## config.mk

```make
export PLATFORM = sky130hd
export DESIGN_NAME = bounded_doubly_linked_list_store_core
export DESIGN_NICKNAME = d
export VERILOG_FILES = /design/src/sv/dlls_pkg.sv /design/src/sv/dlls_datapath.sv /design/src/sv/dlls_ctrl.sv /design/src/sv/bounded_doubly_linked_list_store_core.sv
export VERILOG_INCLUDE_DIRS = /design/src /design/src/sv
export SDC_FILE = /design/constraint.sdc
export NUM_CORES = 1
export LEC_CHECK = 0
export BUFFER_PORTS_ARGS = -buffer_cell sky130_fd_sc_hd__buf_4
export CAP_MARGIN = 20
export CORE_ASPECT_RATIO = 1.75
export CORE_UTILIZATION = 40
export DETAILED_ROUTE_END_ITERATION = 10
export PLACE_DENSITY = 0.65
export SLEW_MARGIN = 20
export SYNTH_ARGS = -nofsm -noshare
export SYNTH_HDL_FRONTEND = slang
export SYNTH_SLANG_ARGS = --single-unit
```

## constraint.sdc

```tcl
create_clock -name i_clk -period 5.7 [get_ports i_clk]
set_clock_uncertainty 0.1 [all_clocks]
set_input_delay 0.57 -clock i_clk [delete_from_list [all_inputs] [get_ports i_clk]]
set_output_delay 0.57 -clock i_clk [all_outputs]
set_load 0.02 [all_outputs]
```

## src/sv/assert_macros.svh

```systemverilog
`ifndef ASSERT_MACROS_SVH
`define ASSERT_MACROS_SVH

// check a property on every rising edge outside reset
`define DLLS_ASSERT(lbl, clk, rst_n, prop, msg) \
    lbl: assert property (@(posedge clk) disable iff (!rst_n) prop) else $error(msg);

// check that a condition never holds outside reset
`define DLLS_NEVER(lbl, clk, rst_n, cond, msg) \
    lbl: assert property (@(posedge clk) disable iff (!rst_n) !(cond)) else $error(msg);

`endif

```

## src/sv/dlls_pkg.sv

```systemverilog
package dlls_pkg;

    localparam int CAPACITY = 16;
    localparam int SLOT_W   = (CAPACITY > 1) ? $clog2(CAPACITY) : 1;
    localparam int CNT_W    = $clog2(CAPACITY + 1);
    localparam int POS_W    = 8;
    localparam int VAL_W    = 32;
    localparam int CMP_W    = (CNT_W > POS_W) ? CNT_W : POS_W;

    typedef enum logic [2:0] {
        CMD_APPEND  = 3'd0,
        CMD_PREPEND = 3'd1,
        CMD_DELETE  = 3'd2,
        CMD_CLEAR   = 3'd3,
        CMD_READ    = 3'd4
    } t_cmd;

    typedef enum logic [1:0] {
        ST_OK        = 2'd0,
        ST_EMPTY     = 2'd1,
        ST_NOT_FOUND = 2'd2,
        ST_FULL      = 2'd3
    } t_status;

    typedef enum logic [1:0] {
        S_IDLE,
        S_EXEC,
        S_DEL_WALK,
        S_RD_WALK
    } t_state;

    typedef struct packed {
        logic [2:0]              command;
        logic signed [VAL_W-1:0] item_value;
        logic [POS_W-1:0]        position;
    } t_in;

    typedef struct packed {
        logic [1:0]              status;
        logic signed [VAL_W-1:0] read_value;
        logic                    last;
    } t_out;

    typedef struct packed {
        logic    load;
        logic    insert;
        logic    at_head;
        logic    clear;
        logic    advance;
        logic    unlink;
        logic    emit;
        t_status emit_status;
        logic    emit_value;
        logic    emit_last;
    } t_dp_cmd;

    typedef struct packed {
        logic [2:0] command;
        logic       empty;
        logic       full;
        logic       pos_out;
        logic       at_pos;
        logic       at_last;
    } t_dp_stat;

endpackage

```

## src/sv/dlls_datapath.sv

```systemverilog
module dlls_datapath (
    input  logic               i_clk,
    input  logic               i_rst_n,
    input  dlls_pkg::t_in      i_item,
    input  dlls_pkg::t_dp_cmd  i_cmd,
    output dlls_pkg::t_dp_stat o_stat,
    output logic               o_strobe,
    output dlls_pkg::t_out     o_result
);
    import dlls_pkg::*;

    logic signed [VAL_W-1:0] m_value [CAPACITY];
    logic [SLOT_W-1:0]       m_next  [CAPACITY];
    logic [SLOT_W-1:0]       m_prev  [CAPACITY];

    t_in                     r_item;
    logic [SLOT_W-1:0]       r_head;
    logic [SLOT_W-1:0]       r_tail;
    logic [CNT_W-1:0]        r_count;
    logic [CAPACITY-1:0]     r_free;
    logic [SLOT_W-1:0]       r_cur;
    logic [SLOT_W-1:0]       n_cur;
    logic [SLOT_W-1:0]       r_idx;
    logic signed [VAL_W-1:0] r_val_q;
    logic [SLOT_W-1:0]       r_next_q;
    logic [SLOT_W-1:0]       r_prev_q;
    logic                    r_strobe;
    t_out                    r_result;

    logic [SLOT_W-1:0] free_slot;
    logic              single;
    logic              pos_zero;
    logic              at_last;
    logic              val_we;
    logic              next_we;
    logic              prev_we;
    logic [SLOT_W-1:0] val_addr;
    logic [SLOT_W-1:0] next_addr;
    logic [SLOT_W-1:0] prev_addr;
    logic [SLOT_W-1:0] next_data;
    logic [SLOT_W-1:0] prev_data;

    always_comb begin
        free_slot = '0;
        for (int k = CAPACITY - 1; k >= 0; k--) begin
            if (r_free[k]) begin
                free_slot = SLOT_W'(k);
            end
        end
    end

    assign single   = (r_count == CNT_W'(1));
    assign pos_zero = (r_idx == '0);
    assign at_last  = (CNT_W'(r_idx) == r_count - CNT_W'(1));

    assign o_stat.command = r_item.command;
    assign o_stat.empty   = (r_count == '0);
    assign o_stat.full    = (r_count == CNT_W'(CAPACITY));
    assign o_stat.pos_out = (CMP_W'(r_item.position) >= CMP_W'(r_count));
    assign o_stat.at_pos  = (CMP_W'(r_idx) == CMP_W'(r_item.position));
    assign o_stat.at_last = at_last;

    always_comb begin
        n_cur = r_cur;
        if (i_cmd.load) begin
            n_cur = r_head;
        end else if (i_cmd.advance) begin
            n_cur = r_next_q;
        end
    end

    always_comb begin
        val_we    = 1'b0;
        next_we   = 1'b0;
        prev_we   = 1'b0;
        val_addr  = free_slot;
        next_addr = '0;
        prev_addr = '0;
        next_data = '0;
        prev_data = '0;
        if (i_cmd.insert) begin
            val_we = 1'b1;
            if (r_count != '0) begin
                if (i_cmd.at_head) begin
                    next_we   = 1'b1;
                    next_addr = free_slot;
                    next_data = r_head;
                    prev_we   = 1'b1;
                    prev_addr = r_head;
                    prev_data = free_slot;
                end else begin
                    prev_we   = 1'b1;
                    prev_addr = free_slot;
                    prev_data = r_tail;
                    next_we   = 1'b1;
                    next_addr = r_tail;
                    next_data = free_slot;
                end
            end
        end
        if (i_cmd.unlink && !single) begin
            if (!pos_zero) begin
                next_we   = 1'b1;
                next_addr = r_prev_q;
                next_data = r_next_q;
            end
            if (!at_last) begin
                prev_we   = 1'b1;
                prev_addr = r_next_q;
                prev_data = r_prev_q;
            end
        end
    end

    always_ff @(posedge i_clk) begin
        if (val_we) begin
            m_value[val_addr] <= r_item.item_value;
        end
        if (next_we) begin
            m_next[next_addr] <= next_data;
        end
        if (prev_we) begin
            m_prev[prev_addr] <= prev_data;
        end
        r_val_q  <= m_value[n_cur];
        r_next_q <= m_next[n_cur];
        r_prev_q <= m_prev[n_cur];
    end

    always_ff @(posedge i_clk) begin
        r_cur <= n_cur;
        if (i_cmd.load) begin
            r_item <= i_item;
            r_idx  <= '0;
        end else if (i_cmd.advance) begin
            r_idx <= r_idx + SLOT_W'(1);
        end
        r_result.status     <= i_cmd.emit_status;
        r_result.read_value <= i_cmd.emit_value ? r_val_q : '0;
        r_result.last       <= i_cmd.emit_last;
    end

    always_ff @(posedge i_clk) begin
        if (!i_rst_n) begin
            r_head   <= '0;
            r_tail   <= '0;
            r_count  <= '0;
            r_free   <= {CAPACITY{1'b1}};
            r_strobe <= 1'b0;
        end else begin
            r_strobe <= i_cmd.emit;
            if (i_cmd.clear) begin
                r_head  <= '0;
                r_tail  <= '0;
                r_count <= '0;
                r_free  <= {CAPACITY{1'b1}};
            end else if (i_cmd.insert) begin
                r_free[free_slot] <= 1'b0;
                r_count           <= r_count + CNT_W'(1);
                if (r_count == '0) begin
                    r_head <= free_slot;
                    r_tail <= free_slot;
                end else if (i_cmd.at_head) begin
                    r_head <= free_slot;
                end else begin
                    r_tail <= free_slot;
                end
            end else if (i_cmd.unlink) begin
                r_free[r_cur] <= 1'b1;
                r_count       <= r_count - CNT_W'(1);
                if (single) begin
                    r_head <= '0;
                    r_tail <= '0;
                end else begin
                    if (pos_zero) begin
                        r_head <= r_next_q;
                    end
                    if (at_last) begin
                        r_tail <= r_prev_q;
                    end
                end
            end
        end
    end

    assign o_strobe = r_strobe;
    assign o_result = r_result;

endmodule

```

## src/sv/dlls_ctrl.sv

```systemverilog
module dlls_ctrl (
    input  logic               i_clk,
    input  logic               i_rst_n,
    input  logic               i_start,
    input  dlls_pkg::t_dp_stat i_stat,
    output dlls_pkg::t_dp_cmd  o_cmd,
    output logic               o_busy
);
    import dlls_pkg::*;

    t_state  r_state;
    t_state  n_state;
    t_dp_cmd cmd;

    always_ff @(posedge i_clk) begin
        if (!i_rst_n) begin
            r_state <= S_IDLE;
        end else begin
            r_state <= n_state;
        end
    end

    always_comb begin
        n_state = r_state;
        cmd     = '0;
        case (r_state)
            S_IDLE: begin
                if (i_start) begin
                    cmd.load = 1'b1;
                    n_state  = S_EXEC;
                end
            end
            S_EXEC: begin
                n_state         = S_IDLE;
                cmd.emit        = 1'b1;
                cmd.emit_last   = 1'b1;
                cmd.emit_status = ST_OK;
                case (i_stat.command)
                    CMD_APPEND, CMD_PREPEND: begin
                        if (i_stat.full) begin
                            cmd.emit_status = ST_FULL;
                        end else begin
                            cmd.insert  = 1'b1;
                            cmd.at_head = (i_stat.command == CMD_PREPEND);
                        end
                    end
                    CMD_DELETE: begin
                        if (i_stat.empty) begin
                            cmd.emit_status = ST_EMPTY;
                        end else if (i_stat.pos_out) begin
                            cmd.emit_status = ST_NOT_FOUND;
                        end else begin
                            cmd.emit      = 1'b0;
                            cmd.emit_last = 1'b0;
                            n_state       = S_DEL_WALK;
                        end
                    end
                    CMD_CLEAR: begin
                        cmd.clear = 1'b1;
                    end
                    CMD_READ: begin
                        if (i_stat.empty) begin
                            cmd.emit_status = ST_EMPTY;
                        end else begin
                            cmd.emit      = 1'b0;
                            cmd.emit_last = 1'b0;
                            n_state       = S_RD_WALK;
                        end
                    end
                    default: begin
                    end
                endcase
            end
            S_DEL_WALK: begin
                if (i_stat.at_pos) begin
                    cmd.unlink      = 1'b1;
                    cmd.emit        = 1'b1;
                    cmd.emit_last   = 1'b1;
                    cmd.emit_status = ST_OK;
                    n_state         = S_IDLE;
                end else begin
                    cmd.advance = 1'b1;
                end
            end
            S_RD_WALK: begin
                cmd.emit        = 1'b1;
                cmd.emit_value  = 1'b1;
                cmd.emit_status = ST_OK;
                cmd.emit_last   = i_stat.at_last;
                cmd.advance     = 1'b1;
                if (i_stat.at_last) begin
                    n_state = S_IDLE;
                end
            end
            default: begin
                n_state = S_IDLE;
            end
        endcase
    end

    assign o_cmd  = cmd;
    assign o_busy = (r_state != S_IDLE);

endmodule

```

## src/sv/bounded_doubly_linked_list_store_core.sv

```systemverilog
// Channel   Direction  Handshake            Payload
// command   in         start high, busy low i_item   (command, item_value, position)
// result    out        o_strobe, one cycle  o_result (status, read_value, last)
//
// Append, prepend, clear and unused codes: busy in execute only, result registered from it.
// Delete: walks to position and unlinks; rejected (empty or not found) in execute only.
// Read out: busy while the walk emits each entry, head to tail; empty list: execute only.
// The link walk follows one slot per cycle through a single registered read of the links.
// Synchronous active-low reset empties the list; slot contents stay undefined until written.
// Results cannot be stalled; each strobe lasts one cycle.
`include "assert_macros.svh"

module bounded_doubly_linked_list_store_core (
    input  logic           i_clk,
    input  logic           i_rst_n,
    input  logic           start,
    input  dlls_pkg::t_in  i_item,
    output logic           busy,
    output logic           o_strobe,
    output dlls_pkg::t_out o_result
);
    import dlls_pkg::*;

    t_dp_cmd  dp_cmd;
    t_dp_stat dp_stat;

    dlls_ctrl u_ctrl (
        .i_clk   (i_clk),
        .i_rst_n (i_rst_n),
        .i_start (start),
        .i_stat  (dp_stat),
        .o_cmd   (dp_cmd),
        .o_busy  (busy)
    );

    dlls_datapath u_datapath (
        .i_clk    (i_clk),
        .i_rst_n  (i_rst_n),
        .i_item   (i_item),
        .i_cmd    (dp_cmd),
        .o_stat   (dp_stat),
        .o_strobe (o_strobe),
        .o_result (o_result)
    );

    `DLLS_ASSERT(a_accept_busy, i_clk, i_rst_n, (start && !busy) |=> busy, "accept without busy")
    `DLLS_NEVER(a_err_last, i_clk, i_rst_n, o_strobe && (o_result.status != ST_OK) && !o_result.last, "error result not last")
    `DLLS_ASSERT(a_mid_busy, i_clk, i_rst_n, (o_strobe && !o_result.last) |-> busy, "walk ended early")
    `DLLS_ASSERT(a_last_idle, i_clk, i_rst_n, (o_strobe && o_result.last) |-> !busy, "busy after last result")

endmodule
```

==> flow_summary.toml <==
[run_status]
status = "finished, final reports clean"

[synth]
syn_inst = 1847
async_flop_share_pct = 0
avgSynthCellArea_um2 = 16.5
yosys_most_used_dff = "edfxtp_1"
ys_types = 69
synth_nets = 1903
synth_top_area_share_pct = 67.2
yosys.cell_count.top_type = "edfxtp_1"
ys_top_cells_by_count = "edfxtp_1, mux2i_1, o22ai_1"
synth_area_um2 = 30500
yosys_warnings = 0
synth_enable_flop_cells = 683
synth_area_leaders = "edfxtp_1, mux2i_1, dfxtp_1, o22ai_1, or4_1"
synth_top_area_cell = "edfxtp_1"
synthSimpleGateAreaFrac_pct = 5.12
synth_compound_area_share_pct = 6.50
yosysSeqAreaShare_pct = 74.7
synth_seq_cells = 798
synth-xor-area-share_pct = 0.430
synthAdderAreaFrac_pct = 0.410
synth_mux_area_share_pct = 10.6
synth_top_family_by_area = "multiplexers"

[global_routing]
grt_usage_pct = 19.1
grt_max_degree = 81
grt_pass1_wl_um = 109000
grt_pass1_vias = 17600
antenna_found_initial = 1
grt-ovfl-total = 0

[min_path]
whs_endpoint = "u_datapath.r_item[13]"
hold_start = "i_item[13]"
hold_path_class = "in2reg"
hold_path_depth = 1

[floorplan]
die_area_um2 = 77500
fp-row-count = 133
core_um2 = 75400
initial_core_util_pct = 40.5
dieHeight_um = 367
die_w_um = 211
io_pins = 83

[placement]
dp_hpwl_um = 42700
gp_congestion = 0.838
placed_cell_area_um2 = 32300
io_buffers = 82

[drt]
first_pass_iters = 7
drtIter0Drc = 1450
routed_via_density = 5.58
via_count = 17000
drt-total-wl_um = 73700
drc = 0
wl_per_cell_um = 24.1
antenna_left = 0

[cells_and_area]
final_area_um2 = 35000
area_delta_synth_final_pct = 14.8
antenna_cells = 0
final_nets = 2040
post-route-util_pct = 46.5
layout-drive-gt1-share_pct = 13.7

[clock_tree]
post_cts_resized = 0
clock-sinks = 798
cts.path.max_buffers = 3
root_buffer = "clkbuf_16"
cts_tree = "yes"
path_clk_slew_ps = 60
cts_buffers = 72
clock_latency_ps = 640
cts_htree_levels = 3

[worst_setup_path]
worstSetupStartpointType = "register"
cp_data_arrival_time_ps = 4390
r2r.worst_path.cells = 8
reg2reg_to = "u_datapath.m_prev[2][1]"
worstReg2RegStart = "u_datapath.r_item[5]"
crit_path_max_fanout = 12
crit_path_end_kind = "register"
critical_path_class = "reg2reg"
worst-r2r-setup-slack_ps = 1470
cp.required_ps = 5860

[sta]
rsz0062_at_grt = "no"
fin_crit_ps = 4230
max_freq_mhz = 236
slew_headroom_pct = 29.2
finalMaxSlewViolations = 0
fin_setup_tns_ps = 0
finalHoldViolations = 0
hold-worst-slack_ps = 19.0
setup_viol = 0
worstMarginPinSlew_ps = 1050
period_share_pct = 74.2

[job]
drv_cap = 0

[power]
p_leak_nw = 13.4
power.density_nw_per_um2 = 335
vdd_drop_max_v = 0.000228
[logic make-up (layout without fill, tap and decap cells)]
family / count (synthesis) / count (layout)
muxes: 323 / 323
and+or+nand+nor: 277 / 277
buffers and inverters: 117 / 311
AOI/OAI and AO/OA: 307 / 307
adders and majority gates: 10 / 10
xor gates and xnor gates: 15 / 15
DFF: 798 / 798
[repair_timing]
action | 4_1_cts | 5_1_grt
buffers inserted | 0 | 0
hold buffers | 29 | 0
hold endpoints to repair | 29 | 0
endpoints found under the setup margin | 0 | 0
[worst max path at each step]
stage                                    start  cells after the start                      end
after floorplan              u_ctrl.r_state[1]                      7     u_datapath.r_free[2]
after global placement    u_datapath.r_item[5]                      8   u_datapath.r_prev_q[0]
after detailed placement  u_datapath.r_item[5]                      8  u_datapath.m_prev[2][1]
after CTS                 u_datapath.r_item[5]                      8  u_datapath.m_prev[2][1]
after global routing      u_datapath.r_item[5]                      8  u_datapath.m_prev[2][1]
final                     u_datapath.r_item[5]                      8  u_datapath.m_prev[2][1]
[critical path, cell delays in order (launching register included)]
cell      delay [ps]
edfxtp_1         360
or3_4            420
nor4_2           550
nand4_1          520
a211oi_1         400
buf_4            230
a21oi_1          140
a211o_1          290
nor3b_1          830
[registers in the layout, summed over array words and instances, names as in the netlist, 5 cells and up]
signal and count:
u_datapath.r_item 40, u_datapath.o_result 35, u_datapath.r_free 16, u_datapath.m_next 64, u_datapath.m_prev 64, u_datapath.r_count 5
u_datapath.r_val_q 32, u_datapath.m_value 512
[placed cells by master (no fill, tap or decap), types with 11 or more instances in the layout]
cell,n
inv_1,18
nor2_1,35
a211oi_1,11
o21ai_0,28
o22ai_1,161
clkbuf_1,12
dlygate4sd3_1,29
mux2i_1,322
or4_1,43
nor3_1,38
and3_1,36
a31oi_1,13
clkinv_2,12
buf_4,127
edfxtp_1,683
a21o_1,16
dfxtp_1,113
nor3_2,12
xnor2_1,12
a21oi_1,38
nand2_1,40
clkbuf_16,74
[cell type report]
cell class,instances,area [um2]
clock buffers,88,1920
repair buffers,161,1350
fillers,6356,40400
inverters,19,71.3
flip-flops and latches,798,22800
multi-input cells,932,7160
well taps,1012,1270
clock inverters,43,432
[stage by stage]
step	total power, mW	setup WS, ps	instances
2_1_floorplan	6.83	1030	1847
3_3_place_gp	6.97	1580	2892
3_5_place_dp	6.98	1440	2892
4_1_cts	11.8	1430	3052
5_1_grt	12.1	1270	3053
6_report	11.7	1470	3053
[power breakdown]
part           total [mW]  switching, mW  internal, mW
combinational       0.398          0.225         0.173
sequential           6.47         0.0821          6.39
clock                4.87           2.13          2.74
[per-layer routing]
layer	wire length [um]	share of wire (%)	track usage, %
met1	28900	39	22.5
met2	39000	53	34.4
met5	0	0	0
met3	3510	4.8	2.79
met4	2350	3.2	7.86
No activity file was read; power rests on OpenSTA's default activity.
